===== config.mk =====
export PLATFORM = sky130hd
export DESIGN_NAME = lob_ctrl
export DESIGN_NICKNAME = d
export VERILOG_FILES = /design/src/sv/lob_pkg.sv /design/src/sv/lob_ctrl.sv
export SDC_FILE = /design/constraint.sdc
export NUM_CORES = 1
export LEC_CHECK = 0
export ABC_AREA = 1
export BUFFER_PORTS_ARGS = -buffer_cell sky130_fd_sc_hd__buf_2
export CAP_MARGIN = 5
export CELL_PAD_IN_SITES_DETAIL_PLACEMENT = 1
export CELL_PAD_IN_SITES_GLOBAL_PLACEMENT = 1
export CORE_MARGIN = 2
export CORE_UTILIZATION = 27
export CTS_CLUSTER_SIZE = 28
export DETAILED_ROUTE_END_ITERATION = 12
export GPL_ROUTABILITY_DRIVEN = 0
export PLACE_DENSITY_LB_ADDON = 0.1
export SYNTH_ARGS = -nofsm -noshare
export SYNTH_HDL_FRONTEND = slang
export SYNTH_SLANG_ARGS = --single-unit

===== constraint.sdc =====
create_clock -name clk_i -period 3.05 [get_ports clk_i]
set_input_delay 0.4575 -clock clk_i [delete_from_list [all_inputs] [get_ports clk_i]]
set_output_delay 0.4575 -clock clk_i [all_outputs]
set_load 0.02 [all_outputs]

===== src/sv/lob_pkg.sv =====
package lob_pkg;

  localparam int COST_W      = 50;
  localparam int PRICE_OUT_W = 24;

  typedef enum logic [1:0] {
    ACT_ADD    = 2'd0,
    ACT_CANCEL = 2'd1,
    ACT_QUERY  = 2'd2,
    ACT_NONE   = 2'd3
  } action_e;

  typedef enum logic [1:0] {
    STATUS_DONE      = 2'd0,
    STATUS_FULL      = 2'd1,
    STATUS_NOT_FOUND = 2'd2
  } status_e;

  typedef enum logic [1:0] {
    MODE_MUT,
    MODE_BEST,
    MODE_LVL
  } mode_e;

  typedef enum logic [2:0] {
    S_IDLE,
    S_MUT,
    S_WRITE,
    S_BEST,
    S_LVL,
    S_MUL,
    S_ACC,
    S_OUT
  } state_e;

  typedef struct packed {
    logic  in_ready;
    logic  load;
    logic  start;
    mode_e mode;
    logic  write_new;
    logic  mul;
    logic  acc;
    logic  out_load;
  } cmd_t;

  typedef struct packed {
    logic    busy;
    logic    done;
    logic    full;
    action_e act;
    logic    level_found;
    logic    want_zero;
    logic    want_last;
    logic    out_free;
  } sts_t;

endpackage


===== src/sv/lob_ctrl.sv =====
module lob_ctrl (
  input  logic            clk_i,
  input  logic            rst_ni,
  input  logic            in_valid_i,
  input  logic [1:0]      in_action_i,
  input  lob_pkg::sts_t   sts_i,
  output lob_pkg::cmd_t   cmd_o
);

  lob_pkg::state_e state_q, state_d;
  logic            mut_go;

  assign mut_go = (in_action_i == lob_pkg::ACT_CANCEL) ||
                  ((in_action_i == lob_pkg::ACT_ADD) && !sts_i.full);

  always_ff @(posedge clk_i or negedge rst_ni) begin
    if (!rst_ni) begin
      state_q <= lob_pkg::S_IDLE;
    end else begin
      state_q <= state_d;
    end
  end

  always_comb begin
    state_d = state_q;
    case (state_q)
      lob_pkg::S_IDLE: begin
        if (in_valid_i) state_d = mut_go ? lob_pkg::S_MUT : lob_pkg::S_BEST;
      end
      lob_pkg::S_MUT: begin
        if (sts_i.done) begin
          state_d = (sts_i.act == lob_pkg::ACT_ADD) ? lob_pkg::S_WRITE : lob_pkg::S_BEST;
        end
      end
      lob_pkg::S_WRITE: state_d = lob_pkg::S_BEST;
      lob_pkg::S_BEST: begin
        if (sts_i.done) begin
          state_d = ((sts_i.act == lob_pkg::ACT_QUERY) && !sts_i.want_zero) ?
                    lob_pkg::S_LVL : lob_pkg::S_OUT;
        end
      end
      lob_pkg::S_LVL: begin
        if (sts_i.done) state_d = lob_pkg::S_MUL;
      end
      lob_pkg::S_MUL: state_d = sts_i.level_found ? lob_pkg::S_ACC : lob_pkg::S_OUT;
      lob_pkg::S_ACC: state_d = sts_i.want_last ? lob_pkg::S_OUT : lob_pkg::S_LVL;
      lob_pkg::S_OUT: begin
        if (sts_i.out_free) state_d = lob_pkg::S_IDLE;
      end
      default: state_d = lob_pkg::S_IDLE;
    endcase
  end

  always_comb begin
    cmd_o = '0;
    cmd_o.mode = lob_pkg::MODE_BEST;
    case (state_q)
      lob_pkg::S_IDLE: begin
        cmd_o.in_ready = 1'b1;
        cmd_o.load     = in_valid_i;
        cmd_o.start    = in_valid_i;
        cmd_o.mode     = mut_go ? lob_pkg::MODE_MUT : lob_pkg::MODE_BEST;
      end
      lob_pkg::S_MUT: begin
        cmd_o.start = sts_i.done && (sts_i.act != lob_pkg::ACT_ADD);
      end
      lob_pkg::S_WRITE: begin
        cmd_o.write_new = 1'b1;
        cmd_o.start     = 1'b1;
      end
      lob_pkg::S_BEST: begin
        cmd_o.start = sts_i.done && (sts_i.act == lob_pkg::ACT_QUERY) && !sts_i.want_zero;
        cmd_o.mode  = lob_pkg::MODE_LVL;
      end
      lob_pkg::S_LVL: cmd_o.mode = lob_pkg::MODE_LVL;
      lob_pkg::S_MUL: cmd_o.mul = sts_i.level_found;
      lob_pkg::S_ACC: begin
        cmd_o.acc   = 1'b1;
        cmd_o.start = !sts_i.want_last;
        cmd_o.mode  = lob_pkg::MODE_LVL;
      end
      lob_pkg::S_OUT: cmd_o.out_load = sts_i.out_free;
      default: cmd_o = '0;
    endcase
  end

endmodule


==> impl_metrics.env, run 1 <==
export IMPL_p_total_mw=0.5976
export IMPL_die_w_um=42.93
export IMPL_status="complete, no violations"
export IMPL_crit_fanout=10
export IMPL_finalHoldViolCount=0
export IMPL_tns_ns=0
export IMPL_fin_nets=113
export IMPL_synth_top_area_frac=0.2110
export IMPL_p_int_mw=0.2506
export IMPL_p_sw_mw=0.3469
export IMPL_hold_ws_ns=0.5449
export IMPL_maxSlewHeadroom=0.7327
export IMPL_fin_cells=114
export IMPL_setup_worst_path_class="reg2out"
export IMPL_tritoncts="built"
export IMPL_synth_avg_cell_area_um2=5.529
export IMPL_track_usage=0.1479
export IMPL_numCtsBuffers=3
export IMPL_drive_above_1_share=0.3367
export IMPL_synth_seq_cells=3
export IMPL_cp_required_ns=2.59
export IMPL_grt_max_degree=11
export IMPL_routedWlPerCell_um=10.79
export IMPL_grt_pass1_vias=543
export IMPL_clockRootBuffer="clkbuf_4"
export IMPL_ant_nets=0
export IMPL_synth_distinct_cells=19
export IMPL_largest_reg_flops=3
export IMPL_synth_seq_area_share=0.1835
export IMPL_syn_nets=88
export IMPL_fin_crit_sh=0.6806
export IMPL_switching_share=0.5805
export IMPL_worst_pin_slew_ns=0.4010
export IMPL_critPathMaxStageDelay_ns=0.58
export IMPL_yosys_area_top_type="nand2_1"
export IMPL_hold_path_class="in2async"
export IMPL_synthesis_area_um2=409.1
export IMPL_crit_path_end_kind="primary output"
export IMPL_p_leak_nw=0.3424
export IMPL_fin_ws_ns=0.9741
export IMPL_cap_violations=0
export IMPL_antenna_found_initial=0
export IMPL_pre_cts_slack_ns=1.229
export IMPL_postCtsResizedCells=0
export IMPL_synth_area_top_cells="nand2_1 (21%), dfrtp_1 (18%), inv_1 (13%)"
export IMPL_hold_buffers=0
export IMPL_cp_common_cell="nand2_1"
export IMPL_seqPwrFrac=0.199
export IMPL_synth_cells=74
export IMPL_final_setup_viol_count=0
export IMPL_layout_min_cycle_time_ns=2.076
export IMPL_core_area_um2=1454
export IMPL_fp_row_count=14
export IMPL_vias=524
export IMPL_worstSetupStartpoint="state_q[1]"
export IMPL_regMostFlops="state_q"
export IMPL_clock_power_share=0.119
export IMPL_r2r_start="state_q[2]"
export IMPL_drt_iter0_drc=3
export IMPL_slew_viol_final=0
export IMPL_ios=23
export IMPL_hpwl_um=1010
export IMPL_routed_wl_um=1230
export IMPL_critPathLaunchType="register"
export IMPL_fp_dieH_um=42.93
export IMPL_cts_setup_buffers=0
export IMPL_dieArea_um2=1843
export IMPL_placedCellCount=109
export IMPL_gr_total_overflow=0
export IMPL_grt_pass1_wl_um=2104
export IMPL_cp_arrival_ns=1.62
export IMPL_final_core_util=0.3769
export IMPL_place_area_um2=511.7
export IMPL_fmax_mhz=481.7
export IMPL_area_delta_synth_final_pct=33.95
export IMPL_rsz0062_at_grt="false"
export IMPL_clk_pin_slew_ns=0.04
export IMPL_clockBufferDepth=2
export IMPL_cts_sinks=3
export IMPL_num_antenna_cells=0
export IMPL_via_per_inst=4.596
export IMPL_synth_warnings=0
export IMPL_drtPass1Iterations=2
export IMPL_cp_top_family="flip-flops"
export IMPL_htreeDepth=1
export IMPL_port_buffers=21
export IMPL_crit_buf_inv=2
export IMPL_max_vdd_ir_drop_v=0.0002926
export IMPL_reg_top3="state_q x3"
export IMPL_clkLatencyLatePin_ns=0.23
export IMPL_pwr_share_comb=0.682
export IMPL_final_area_um2=548.0
export IMPL_floorplan_initialDensity=0.2814
export IMPL_clock_skew_ns=0.0004095
export IMPL_cp_cell_sequence="nand2_1 -> nor2_2 -> inv_1 -> o21ai_1 -> nand2_1 -> nand3_1 -> buf_2"
export IMPL_cpMaxStageDelayCell="dfrtp_1"
export IMPL_route_detailed_drc=0
export IMPL_pwr_density_cell_nw_per_um2=1090
==> cell usage in the layout, fill, tap and decap left out, drive strengths merged <==
| cell | netlist | layout |
|---|---|---|
| nand4 | 2 | 2 |
| dfrtp | 3 | 3 |
| o211ai | 1 | 1 |
| a21oi | 2 | 2 |
| clkbuf | 0 | 4 |
| nor3 | 2 | 2 |
| dlygate4sd3 | 0 | 1 |
| nor2 | 11 | 11 |
| buf | 2 | 21 |
| o21ai | 6 | 6 |
| nand3b | 1 | 1 |
| nand2 | 24 | 24 |
| a21o | 1 | 1 |
| nand3 | 3 | 3 |
| inv | 16 | 16 |
==> logic make-up (layout without fill, tap and decap cells) <==
group | Yosys count | count (layout) | share of synthesized area
flip-flops | 3 | 3 | 0.1835
buffers and inverters | 18 | 42 | 0.2018
AO/OA/AOI/OAI | 10 | 10 | 0.1529
AND/OR/NAND/NOR | 43 | 43 | 0.4618
==> final cells by class <==
cell class | instances | area, um^2
Clock buffer | 4 | 26.28
Fill cell | 216 | 905.9
Inverter | 16 | 60.06
Multi-Input combinational cell | 53 | 251.5
Sequential cell | 3 | 75.07
Tap cell | 16 | 20.02
Timing Repair Buffer | 22 | 115.1
==> metal layers <==
metal  track usage  vias to the layer above  share of wire
met5             0                        -              0
met4       0.03750                        0              0
met3       0.03830                        0          0.063
met2        0.2636                       18           0.48
met1        0.1727                      232           0.46
li1              -                      274              -
==> synth_stat cells <==
master / n
a21o_1: 1
a21oi_1: 1
a21oi_2: 1
buf_6: 2
dfrtp_1: 3
inv_1: 14
inv_2: 2
nand2_1: 23
nand2_2: 1
nand3_1: 3
nand3b_1: 1
nand4_1: 2
nor2_1: 7
nor2_2: 4
nor3_1: 2
o211ai_1: 1
o21ai_0: 2
o21ai_1: 3
o21ai_2: 1
==> path summary, 6_finish.rpt <==
check | slack [ns] | to | cells after the start
worst max-delay path | 0.97 | cmd_o[6] | 7
worst min-delay path | 0.54 | state_q[2] | 2
worst max register to register | 1.69 | state_q[1] | 7
worst min register to register | 0.66 | state_q[0] | 2
max in group asynchronous | 2.40 | state_q[1] | 2
min in group clk_i | 0.58 | state_q[2] | 4
==> power groups by stage <==
stage / registers (mW) / logic, mW / clock network [mW]
finish: 0.119 / 0.408 / 0.0708
detailed placement: 0.121 / 0.411 / 0
global placement: 0.120 / 0.401 / 0
floorplan: 0.0784 / 0.354 / 0
global route: 0.126 / 0.458 / 0.0786
CTS: 0.119 / 0.415 / 0.0732
No activity file was read; power rests on OpenSTA's default activity.
==> inputs of run 2 (changes only) <==
--- a/config.mk
+++ b/config.mk
@@ -11,7 +11,7 @@
 export CELL_PAD_IN_SITES_DETAIL_PLACEMENT = 1
 export CELL_PAD_IN_SITES_GLOBAL_PLACEMENT = 1
 export CORE_MARGIN = 2
-export CORE_UTILIZATION = 27
+export CORE_UTILIZATION = 25
 export CTS_CLUSTER_SIZE = 28
 export DETAILED_ROUTE_END_ITERATION = 12
 export GPL_ROUTABILITY_DRIVEN = 0
==> constraint.sdc (replaced) <==
create_clock -name clk_i -period 2 [get_ports clk_i]
set_input_delay 0.3 -clock clk_i [delete_from_list [all_inputs] [get_ports clk_i]]
set_output_delay 0.3 -clock clk_i [all_outputs]
set_load 0.02 [all_outputs]
==> run 2 against run 1 <==
Compared with the run above: clock power is 57% higher; cell area is 1.6% higher; die area is 7.3% higher; clock skew is 0.0025 ns higher; register-to-register slack worse by 0.92 ns; combinational power is 59% higher; count of clock-buffer cells in the layout stayed put; flip-flop and latch count stayed put; via count is 2.3% lower; setup slack worse by 0.75 ns; largest power group unchanged.
==> impl_metrics.env, run 2 (synthesis results as in run 1) <==
export IMPL_ant_nets=0
export IMPL_area_delta_synth_final_pct=36.09
export IMPL_fp_dieH_um=44.46
export IMPL_clk_pin_slew_ns=0.04
export IMPL_layout_min_cycle_time_ns=1.781
export IMPL_cap_violations=0
export IMPL_drtPass1Iterations=3
export IMPL_slew_viol_final=0
export IMPL_drive_above_1_share=0.3535
export IMPL_cts_sinks=3
export IMPL_crit_fanout=7
export IMPL_fin_crit_sh=0.8903
export IMPL_fp_row_count=14
export IMPL_grt_pass1_vias=529
export IMPL_final_setup_viol_count=0
export IMPL_crit_path_end_kind="primary output"
export IMPL_die_w_um=44.46
export IMPL_status="complete, no violations"
export IMPL_worst_pin_slew_ns=0.2787
export IMPL_route_detailed_drc=0
export IMPL_pwr_density_cell_nw_per_um2=1660
export IMPL_port_buffers=21
export IMPL_track_usage=0.1485
export IMPL_fmax_mhz=561.6
export IMPL_drt_iter0_drc=5
export IMPL_setup_worst_path_class="reg2out"
export IMPL_final_common_cell="nand2_1"
export IMPL_floorplan_initialDensity=0.2685
export IMPL_cp_arrival_ns=1.48
export IMPL_vias=512
export IMPL_num_fill_cells=217
export IMPL_antenna_found_initial=0
export IMPL_ios=23
export IMPL_clockBufferDepth=2
export IMPL_core_area_um2=1524
export IMPL_most_common_layout_cells="nand2_1 (23), buf_2 (21), inv_1 (14)"
export IMPL_tritoncts="built"
export IMPL_clkLatencyLatePin_ns=0.24
export IMPL_numCtsBuffers=3
export IMPL_hold_path_class="in2async"
export IMPL_tns_ns=0
export IMPL_p_leak_nw=0.3464
export IMPL_routed_wl_um=1201
export IMPL_largest_reg_flops=3
export IMPL_rr_worst_depth=7
export IMPL_htreeDepth=1
export IMPL_fin_nets=114
export IMPL_regMostFlops="state_q"
export IMPL_routedWlPerCell_um=10.44
export IMPL_dieArea_um2=1976
export IMPL_critPathLaunchType="register"
export IMPL_maxSlewHeadroom=0.8142
export IMPL_place_area_um2=519.2
export IMPL_clockRootBuffer="clkbuf_4"
export IMPL_reg_top3="state_q x3"
export IMPL_finalHoldViolCount=0
export IMPL_num_antenna_cells=0
export IMPL_rsz0062_at_grt="false"
export IMPL_grt_pass1_wl_um=2145
export IMPL_gr_total_overflow=0
export IMPL_final_area_um2=556.8
export IMPL_hpwl_um=1038
export IMPL_via_per_inst=4.452
export IMPL_max_vdd_ir_drop_v=0.0005022
export IMPL_grt_max_degree=11
export IMPL_cp_required_ns=1.70
export IMPL_clock_skew_ns=0.002919
-- run 2: final cells by class --
type,instances,area [um^2],area share
flip-flops and latches,3,76.32,0.1371
clock buffers,4,26.28,0.04719
inverters,16,60.06,0.1079
well taps,16,20.02,0.03596
repair buffers,23,122.6,0.2202
multi-input cells,53,251.5,0.4517
-- run 2: what timing repair did --
item                                   in CTS  in global routing
hold buffers                                1                  0
setup endpoints to repair                   0                  1
endpoints found under the hold margin       3                  0
gates resized for setup                     0                  1
setup buffers                               0                  0
-- run 2: layer usage --
| layer | track usage | wire, um | vias up | share of wire |
|---|---|---|---|---|
| met4 | 0.05455 | 12 | 0 | 0.010 |
| met2 | 0.2559 | 582 | 14 | 0.48 |
| met5 | 0 | 0 | - | 0 |
| li1 | - | - | 279 | - |
| met3 | 0.02449 | 51 | 2 | 0.042 |
| met1 | 0.1843 | 555 | 217 | 0.46 |
-- run 2: final timing paths --
kind	from	slack, ns	endpoint
max in group asynchronous	rst_ni	1.49	state_q[1]
min	rst_ni	0.39	state_q[0]
min reg2reg	state_q[1]	0.65	state_q[1]
max reg2reg	state_q[0]	0.77	state_q[1]
min in group clk_i	sts_i[7]	0.40	state_q[2]
max	state_q[0]	0.22	cmd_o[6]
-- run 2: through the flow --
| stage | hold WS (ns) | power, mW | cells | setup WS [ns] | util |
|---|---|---|---|---|---|
| floorplan | 0.004409 | 0.6588 | 74 | 0.3237 | - |
| CTS | 0.3767 | 0.9400 | 115 | 0.1234 | 0.3645 |
| finish | 0.3880 | 0.9240 | 115 | 0.2193 | 0.3654 |
| detailed placement | 0.1015 | 0.8190 | 110 | 0.3900 | 0.3407 |
| global placement | 0.09689 | 0.8131 | 110 | 0.3938 | 0.3407 |
| global route | 0.4114 | 1.034 | 115 | 0.03425 | 0.3654 |
-- run 2: critical path: stages, from the launching register on --
cell and delay, ns:
dfrtp_1 0.49, nand2_1 0.13, nor2_2 0.14, inv_1 0.08, o21ai_1 0.13, nand2_1 0.06
nand3_1 0.06, buf_2 0.16
-- run 2: where the power goes --
group,internal [mW],switching (mW),total (mW)
Sequential,0.0967,0.0679,0.165
Combinational,0.225,0.423,0.648
Clock,0.0751,0.0361,0.111
